--- config.mk ---
export PLATFORM = sky130hd
export DESIGN_NAME = yp2r_lane
export DESIGN_NICKNAME = d
export VERILOG_FILES = /design/src/yuy2_pair_to_rgb_defines.svh /design/src/yp2r_pkg.sv /design/src/yp2r_clampdiv.sv /design/src/yp2r_lane.sv
export SDC_FILE = /design/constraint.sdc
export NUM_CORES = 2
export LEC_CHECK = 0
export BUFFER_PORTS_ARGS = -buffer_cell sky130_fd_sc_hd__buf_2
export CAP_MARGIN = 0
export CORE_UTILIZATION = 50
export DETAILED_ROUTE_END_ITERATION = 12
export PLACE_DENSITY = 0.65
export SLEW_MARGIN = 0
export SYNTH_ARGS = -nofsm -noshare
export SYNTH_HDL_FRONTEND = slang
export SYNTH_SLANG_ARGS = --single-unit
--- constraint.sdc ---
create_clock -name clk -period 10.7 [get_ports clk]
set_input_delay 1.07 -clock clk [delete_from_list [all_inputs] [get_ports clk]]
set_output_delay 1.07 -clock clk [all_outputs]
set_load 0.01 [all_outputs]
--- src/yuy2_pair_to_rgb_defines.svh ---
// Assertion macros shared by the yuy2_pair_to_rgb RTL.
// Every macro expects a clock named clk and an active-low reset named rst_n in scope.
`ifndef YUY2_PAIR_TO_RGB_DEFINES_SVH
`define YUY2_PAIR_TO_RGB_DEFINES_SVH

// The consequent is checked in the same cycle as the antecedent.
`define YP2R_ASSERT_IMP(label, ante, cons, msg) \
    label: assert property (@(posedge clk) disable iff (!rst_n) (ante) |-> (cons)) \
        else $error(msg);

// The consequent is checked in the cycle after the antecedent.
`define YP2R_ASSERT_NXT(label, ante, cons, msg) \
    label: assert property (@(posedge clk) disable iff (!rst_n) (ante) |=> (cons)) \
        else $error(msg);

`endif

--- src/yp2r_pkg.sv ---
// Shared widths, coefficients and types for the YUY2 pair to RGB converter.
// No dependencies; used by every module of the block.
package yp2r_pkg;

    localparam int DATA_W      = 8;
    localparam int NUM_W       = 24;  // signed numerator of any channel
    localparam int QN_W        = 22;  // non-negative numerator below saturation
    localparam int RECIP_W     = 23;
    localparam int RECIP_SHIFT = 36;
    localparam int PROD_W      = QN_W + RECIP_W;
    localparam int PY_W        = 22;  // 11644 * Y
    localparam int PCR_W       = 22;  // 15938 * Cr
    localparam int PCB_W       = 23;  // 20238 * Cb
    localparam int GY_W        = 23;  // 19837 * Y
    localparam int PRB_W       = 21;  // 5094 * R and 1942 * B
    localparam int STAGES      = 6;   // register stages per lane

    localparam logic [13:0] K_Y_RB = 14'd11644;
    localparam logic [13:0] K_CR   = 14'd15938;
    localparam logic [14:0] K_CB   = 15'd20238;
    localparam logic [14:0] K_Y_G  = 15'd19837;
    localparam logic [12:0] K_R_G  = 13'd5094;
    localparam logic [10:0] K_B_G  = 11'd1942;

    localparam logic signed [NUM_W-1:0] OFS_R = NUM_W'(2221300);
    localparam logic signed [NUM_W-1:0] OFS_B = NUM_W'(2771300);
    localparam logic signed [NUM_W-1:0] OFS_G = NUM_W'(311710);

    // Quotients of 256 or more saturate, so anything at or above 256 * 10000 is full scale.
    localparam logic signed [NUM_W-1:0] SAT_NUM = NUM_W'(2560000);

    // ceil(2^36 / 10000): exact floor division for every numerator below 2^22.
    localparam logic [RECIP_W-1:0] RECIP = RECIP_W'(6871948);

    localparam logic [DATA_W-1:0] CH_MAX = 8'hFF;

    typedef struct packed {
        logic [DATA_W-1:0] blue;
        logic [DATA_W-1:0] green;
        logic [DATA_W-1:0] red;
    } pixel_t;

endpackage

--- src/yp2r_clampdiv.sv ---
// Two-stage clamp and divide by 10000 of a signed channel numerator.
// Depends on yp2r_pkg.
module yp2r_clampdiv
    import yp2r_pkg::*;
(
    input  logic                    clk,
    input  logic                    en,
    input  logic signed [NUM_W-1:0] num,
    output logic [DATA_W-1:0]       quot
);

    logic [QN_W-1:0]   numc_reg;
    logic [QN_W-1:0]   numc_next;
    logic              sat_a_reg;
    logic              sat_a_next;
    logic [PROD_W-1:0] prod_reg;
    logic              sat_b_reg;

    // Negative numerators give zero, large ones saturate; the rest divide exactly.
    always_comb
    begin
        if (num >= SAT_NUM)
        begin
            sat_a_next = 1'b1;
            numc_next  = '0;
        end
        else if (num < 0)
        begin
            sat_a_next = 1'b0;
            numc_next  = '0;
        end
        else
        begin
            sat_a_next = 1'b0;
            numc_next  = num[QN_W-1:0];
        end
    end

    always_ff @(posedge clk)
    begin
        if (en)
        begin
            numc_reg  <= numc_next;
            sat_a_reg <= sat_a_next;
            prod_reg  <= PROD_W'(numc_reg) * PROD_W'(RECIP);
            sat_b_reg <= sat_a_reg;
        end
    end

    assign quot = sat_b_reg ? CH_MAX : prod_reg[RECIP_SHIFT+DATA_W-1:RECIP_SHIFT];

endmodule

--- src/yp2r_lane.sv ---
// One pixel conversion lane: luma plus shared chroma to a clamped RGB pixel.
// Depends on yp2r_pkg and yp2r_clampdiv.
module yp2r_lane
    import yp2r_pkg::*;
(
    input  logic              clk,
    input  logic              en,
    input  logic [DATA_W-1:0] luma,
    input  logic [DATA_W-1:0] cb,
    input  logic [DATA_W-1:0] cr,
    output pixel_t            pix
);

    logic [PY_W-1:0]   py_reg;
    logic [PCR_W-1:0]  pcr_reg;
    logic [PCB_W-1:0]  pcb_reg;
    logic [GY_W-1:0]   gy_reg;
    logic [GY_W-1:0]   gy_d1_reg;
    logic [GY_W-1:0]   gy_d2_reg;
    logic [GY_W-1:0]   gy_s4_reg;
    logic [DATA_W-1:0] red_s4_reg;
    logic [DATA_W-1:0] blue_s4_reg;
    logic [PRB_W-1:0]  pr_reg;
    logic [PRB_W-1:0]  pb_reg;
    logic [DATA_W-1:0] red_d1_reg;
    logic [DATA_W-1:0] blue_d1_reg;
    logic [DATA_W-1:0] red_d2_reg;
    logic [DATA_W-1:0] blue_d2_reg;

    logic signed [NUM_W-1:0] num_red;
    logic signed [NUM_W-1:0] num_blue;
    logic signed [NUM_W-1:0] num_green;
    logic [DATA_W-1:0]       red_q;
    logic [DATA_W-1:0]       blue_q;
    logic [DATA_W-1:0]       green_q;

    always_ff @(posedge clk)
    begin
        if (en)
        begin
            py_reg      <= PY_W'(luma) * PY_W'(K_Y_RB);
            pcr_reg     <= PCR_W'(cr) * PCR_W'(K_CR);
            pcb_reg     <= PCB_W'(cb) * PCB_W'(K_CB);
            gy_reg      <= GY_W'(luma) * GY_W'(K_Y_G);
            gy_d1_reg   <= gy_reg;
            gy_d2_reg   <= gy_d1_reg;
            gy_s4_reg   <= gy_d2_reg;
            red_s4_reg  <= red_q;
            blue_s4_reg <= blue_q;
            pr_reg      <= PRB_W'(red_q) * PRB_W'(K_R_G);
            pb_reg      <= PRB_W'(blue_q) * PRB_W'(K_B_G);
            red_d1_reg  <= red_s4_reg;
            blue_d1_reg <= blue_s4_reg;
            red_d2_reg  <= red_d1_reg;
            blue_d2_reg <= blue_d1_reg;
        end
    end

    assign num_red  = signed'(NUM_W'(py_reg)) + signed'(NUM_W'(pcr_reg)) - OFS_R;
    assign num_blue = signed'(NUM_W'(py_reg)) + signed'(NUM_W'(pcb_reg)) - OFS_B;

    // Green is formed from the red and blue values after clamping.
    assign num_green = signed'(NUM_W'(gy_s4_reg)) - OFS_G
                       - signed'(NUM_W'(pr_reg)) - signed'(NUM_W'(pb_reg));

    yp2r_clampdiv u_div_red
    (
        .clk  (clk),
        .en   (en),
        .num  (num_red),
        .quot (red_q)
    );

    yp2r_clampdiv u_div_blue
    (
        .clk  (clk),
        .en   (en),
        .num  (num_blue),
        .quot (blue_q)
    );

    yp2r_clampdiv u_div_green
    (
        .clk  (clk),
        .en   (en),
        .num  (num_green),
        .quot (green_q)
    );

    assign pix.blue  = blue_d2_reg;
    assign pix.green = green_q;
    assign pix.red   = red_d2_reg;

endmodule

**Word-level counts from Yosys, hierarchy flattened**

Index checks and enable logic that the tools add are counted.

- Register bits after elaboration: 439
- Input bits: 26

- $mul: 9
- Add/subtract/negate cells: 7
- $lt $le $gt $ge: 6
- Multiplexer cells: 6
- Reductions and logical operators: 3

Operator list:

| kind | number |
|---|---|
| $mul 22x21->42 const B | 3 |
| $ge 24x23->1 const B | 3 |
| $lt 24x1->1 const B | 3 |
| $mul 8x12->20 const B | 2 |
| $add 22x23->24 | 1 |
| $mux 8 | 3 |
| $sub 23x19->24 const B | 1 |
| $sub 23x22->24 const B | 1 |
| $sub 24x20->24 | 1 |
| $sub 24x22->24 | 1 |
| $sub 24x23->24 const B | 1 |
| $add 22x22->23 | 1 |
| $mul 8x15->23 const B | 1 |
| $mul 8x14->22 const B | 1 |
| $mul 8x13->21 const B | 1 |
| $mul 8x10->18 const B | 1 |
| $reduce_or 2->1 | 3 |
| $mux 1 | 3 |

**Depth between registers and ports, before layout**

- Depth in word-level cells: 5
- Gate-level depth with buffers: 23
- Mapped depth without buffers: 23

**Hierarchy**

Synthesis repeated with hierarchy kept, for this count alone.

- Cells, all modules: 4700
- Area total of the unflattened synthesis: 49496.2 um^2

Modules (own cells, without submodules):

| module | area each (um^2) | cells an instance | seq. area each (um^2) | instances |
|---|---|---|---|---|
| yp2r_lane | 21767.1 | 1974 | 7146.9 | 1 |
| yp2r_clampdiv at u_div_red | 9427.8 | 943 | 960.9 | 1 |
| yp2r_clampdiv at u_div_blue | 9256.4 | 904 | 960.9 | 1 |
| yp2r_clampdiv at u_div_green | 9044.9 | 879 | 960.9 | 1 |

**Least setup slack after synthesis**

Ideal clock, no wire load.

- Kind: register -> register
- From: register u_div_green.numc_reg[11]
- To: register u_div_green.prod_reg[38] (data pin)
- Arrival time: 6.047 ns
- Path buffers: 0
- Slack: 4.394 ns
- Period minus slack after synthesis: 6.306 ns
- Required time: 10.441 ns
- Stages on the path, launching flop included: 22
- Cell sequence: edfxtp_1 > ha_1 > inv_1 > fa_1 > fa_1 > inv_1 > fa_1 > fa_1 > fa_1 > inv_1 > fa_1 > inv_1 > ha_1 > nand4_1 > nor2_1 > a211o_1 > a211o_1 > a2111oi_0 > nor2_1 > a21oi_1 > nor2b_1 > o31a_1

- Cells in the longest elaborated chain, start to end: 1

RTL lines:

| element | line | source |
|---|---|---|
| start, declared | yp2r_clampdiv.sv:12 | `logic [QN_W-1:0] numc_reg;` |
| start signal, assigned | yp2r_clampdiv.sv:43 | `numc_reg <= numc_next;` |
| $mul 22x21->42 | yp2r_clampdiv.sv:45 | `prod_reg <= PROD_W'(numc_reg) * PROD_W'(RECIP);` |
| end signal, assigned | yp2r_clampdiv.sv:45 |  |
| end, declared | yp2r_clampdiv.sv:16 | `logic [PROD_W-1:0] prod_reg;` |

Every way passes these cells.
A chain may end at the register's enable or synchronous reset.

**Worst setup path in the final report**

- From: register u_div_green.numc_reg[12]
- To: register u_div_green.prod_reg[40] (data pin)

Same word-level chain as after synthesis.

==> reports/qor.txt <==
Run status - finished, final reports clean
Number of nets in the synthesized netlist - 5956
Master of the slowest instance on the critical path - sky130_fd_sc_hd__a2111oi_0
Initial antenna violation count - 9
Routability congestion estimate - 0.972
Fraction of registers with async set or reset after synthesis - 0%
Clock sink count - 332
Total wirelength of the detailed-routed design - 100000 µm
Chip width - 310 µm
Top post-synthesis cells by area - sky130_fd_sc_hd__fa_1, sky130_fd_sc_hd__ha_1, sky130_fd_sc_hd__edfxtp_1
Worst path top cell family by delay - adder cells
Number of filler instances in the final layout - 8370
Nets - 6036
Predominant post-synthesis flop cell - sky130_fd_sc_hd__edfxtp_1
Insertion delay to the later sink of the worst-skew pair - 0.57 ns
Arrival time reported for the critical path endpoint - 7.29 ns
Layout overhead on the synthesized area - 6.82%
Post CTS Setup Buffer Count - 0
Die Area - 95900 µm²
Critical path start-end classification - reg2reg
Final Hold Fails - 0
Vertical die dimension - 310 µm
I/O pin total - 50
Delay contributed by the slowest stage of the critical path - 0.70 ns
Share of post-route cells with drive strength above 1 - 4.50%
Max Fanout on Critical Path - 4
CP Buf/Inv Count - 4
Core ar. - 93600 µm²
Area share of the largest cell type after synthesis - 28.3%
Cell accounting for the most synthesized area - sky130_fd_sc_hd__fa_1
# resized after CTS - 0
Slew Limit Fails - 0
Smallest hold slack - 0.407 ns
Number of CTS-inserted buffers - 41
Average wire per cell in the routed design - 17.7 µm
Required arrival time at the worst endpoint - 11.01 ns
Clock Path Buffers - 3
Mean instance size in the synthesized netlist - 11.0 µm²
Largest net degree at the start of global routing - 119
Cts-stage hold buffer count - 0
Post-synth EDFFs - 332
Maximum level of the CTS H-tree - 2
Netlist area before placement - 47300 µm²
Startpoint class of the critical path - register
Number of storage elements in the synthesis netlist - 332
DRC Markers - 0
Via count - 29371
Type of element capturing the critical path - register
Max-cap violations - 0
Vias in the first global route - 30378
Per-cell via count in the routed design - 5.18
Clock root buffer - sky130_fd_sc_hd__clkbuf_16
Endpoints failing setup - 0
Most used cell, CP - sky130_fd_sc_hd__fa_1
CTS tree - built
Warnings from Yosys - 0
Worst slack after detailed placement - 3.72 ns
Hold Path Class - reg2reg
Number of design-rule violations left by the first detailed-router iteration - 1312
Slew at the pin closest to its max-slew limit - 0.971 ns
Minimum clock period - 6.98 ns
DP HPWL - 88100 µm
Min setup slack post-route - 3.72 ns
Library cells used by synthesis - 88
Count of buffers from port buffering - 49
Sequential-to-total area share from yosys stat - 21.1%
Slew margin rel. - 35.1%
Row cnt - 112
Ordered cell list for the critical path - ha_1 > inv_1 > fa_1 > fa_1 > inv_1 > fa_1 > fa_1 > fa_1 > inv_1 > fa_1 > inv_1 > ha_1 > nand4_1 > nor2_1 > a211o_1 > a211o_1 > a2111oi_0 > nor3_1 > a21oi_1 > a21boi_0 > xor2_1
Global-route wire length before repair - 162000 µm
GRT Util Overall - 21.8%
Total iterations of the first detailed-routing run - 5
Final worst path period share - 65.2%
Clock transition time at the flip-flop clock pins of the worst setup and hold paths - 0.06 ns
Gr ovfl total - 0
Antenna-violating nets left - 0
Number of inserted diodes - 0
Total Negative Setup Slacks - 0 ns
Initial core utilization - 50.6%
Maximum clock skew at final layout - 0.0143 ns
Timing-limited maximum frequency - 143 MHz
RSZ-0062 raised after global routing - false
Cells after Synth - 4309
-- cells in the final DEF (no fill, tap or decap), drive strengths merged, types with 27 or more instances in the layout --
cell,n
buf,52
or2,39
a211oi,39
xnor2,109
o21ai,76
and3,27
nand2,90
ha,951
a21oi,167
nor3,46
fa,670
xor2,53
clkbuf,42
nand3,39
a21o,73
edfxtp,332
inv,1150
nor2,120
-- per-stage QoR --
stage | instances | util [%] | cell area [µm²]
after floorplan | 4309 | - | 47300
after detailed placement | 5600 | 52.5 | 49100
after global routing | 5674 | 54.0 | 50600
after CTS | 5674 | 54.0 | 50600
after global placement | 5600 | 52.5 | 49100
final | 5674 | 54.0 | 50600
-- kinds of logic (layout without fill, tap and decap cells) --
kind of cell	after synthesis	in the layout	synth area share, %
AO/OA/AOI/OAI	526	526	7.62
multiplexers	4	4	0.0846
AND/OR/NAND/NOR	503	503	5.49
buffers and inverters	1161	1272	9.26
flip-flops	332	332	21.1
adder cells (fa/ha/maj)	1621	1621	53.5
XOR/XNOR	162	162	3.01
-- Yosys cell counts (5+ instances only) --
| library cell | count |
|---|---|
| sky130_fd_sc_hd__o31ai_1 | 11 |
| sky130_fd_sc_hd__nor3_1 | 45 |
| sky130_fd_sc_hd__clkbuf_1 | 5 |
| sky130_fd_sc_hd__o211ai_1 | 16 |
| sky130_fd_sc_hd__nand3_1 | 39 |
| sky130_fd_sc_hd__fa_1 | 670 |
| sky130_fd_sc_hd__o22ai_1 | 5 |
| sky130_fd_sc_hd__xor2_1 | 52 |
| sky130_fd_sc_hd__nor4_1 | 10 |
| sky130_fd_sc_hd__nor2_1 | 119 |
| sky130_fd_sc_hd__o2111ai_1 | 5 |
| sky130_fd_sc_hd__a211o_1 | 9 |
| sky130_fd_sc_hd__o21bai_1 | 19 |
| sky130_fd_sc_hd__nor2b_1 | 23 |
| sky130_fd_sc_hd__a31oi_1 | 10 |
| sky130_fd_sc_hd__or3_1 | 23 |
| sky130_fd_sc_hd__o21a_1 | 18 |
| sky130_fd_sc_hd__ha_1 | 951 |
| sky130_fd_sc_hd__buf_2 | 6 |
| sky130_fd_sc_hd__and3_1 | 27 |
| sky130_fd_sc_hd__a2111oi_0 | 11 |
| sky130_fd_sc_hd__nor3b_1 | 8 |
| sky130_fd_sc_hd__a21o_1 | 73 |
| sky130_fd_sc_hd__and4_1 | 7 |
| sky130_fd_sc_hd__o21ai_0 | 72 |
| sky130_fd_sc_hd__edfxtp_1 | 332 |
| sky130_fd_sc_hd__or2_2 | 36 |
| sky130_fd_sc_hd__a211oi_2 | 9 |
| sky130_fd_sc_hd__nand4_1 | 18 |
| sky130_fd_sc_hd__xnor2_1 | 109 |
| sky130_fd_sc_hd__a31o_2 | 9 |
| sky130_fd_sc_hd__nand2b_1 | 23 |
| sky130_fd_sc_hd__a211oi_1 | 30 |
| sky130_fd_sc_hd__a221oi_1 | 7 |
| sky130_fd_sc_hd__nand2_1 | 89 |
| sky130_fd_sc_hd__inv_1 | 1146 |
| sky130_fd_sc_hd__a21oi_1 | 164 |
| sky130_fd_sc_hd__and2_1 | 17 |
-- layout make-up --
class	instances	area [µm²]	share of cell area (%)
Clock inverter	32	435	0.861
Timing Repair Buffer	52	278	0.549
Clock buffer	42	1030	2.04
Multi-Input combinational cell	2816	33000	65.2
Sequential cell	332	9970	19.7
Inverter	1146	4300	8.51
Tap cell	1254	1570	3.10
-- worst register-to-register path, stage by stage, from the launching register on --
cell	delay, ns
sky130_fd_sc_hd__edfxtp_1	0.49
sky130_fd_sc_hd__ha_1	0.45
sky130_fd_sc_hd__inv_1	0.14
sky130_fd_sc_hd__fa_1	0.50
sky130_fd_sc_hd__fa_1	0.51
sky130_fd_sc_hd__inv_1	0.05
sky130_fd_sc_hd__fa_1	0.55
sky130_fd_sc_hd__fa_1	0.43
sky130_fd_sc_hd__fa_1	0.50
sky130_fd_sc_hd__inv_1	0.05
sky130_fd_sc_hd__fa_1	0.49
sky130_fd_sc_hd__inv_1	0.04
sky130_fd_sc_hd__ha_1	0.30
sky130_fd_sc_hd__nand4_1	0.15
sky130_fd_sc_hd__nor2_1	0.06
sky130_fd_sc_hd__a211o_1	0.28
sky130_fd_sc_hd__a211o_1	0.24
sky130_fd_sc_hd__a2111oi_0	0.70
sky130_fd_sc_hd__nor3_1	0.15
sky130_fd_sc_hd__a21oi_1	0.31
sky130_fd_sc_hd__a21boi_0	0.16
sky130_fd_sc_hd__xor2_1	0.16
-- path summary, 6_finish.rpt --
check	depth (start not counted)	startpoint	end	slack [ns]
worst max-delay path	21	u_div_green.numc_reg[12]	u_div_green.prod_reg[40]	3.72
worst min-delay path	0	gy_reg[7]	gy_d1_reg[7]	0.41
worst max register to register	21	u_div_green.numc_reg[12]	u_div_green.prod_reg[40]	3.72
worst min register to register	0	gy_reg[7]	gy_d1_reg[7]	0.41
-- per-layer routing --
metal | up-vias | GRT usage, % | routed length (µm)
li1 | 14350 | - | -
met1 | 14385 | 30.3 | 46400
met2 | 495 | 36.1 | 47400
met3 | 123 | 3.05 | 4390
met4 | 18 | 4.89 | 2140
met5 | - | 0 | 100
Power is left out: the tool's default activity adds up to more than one toggle a clock period on the data nets, which glitch-free logic cannot reach.
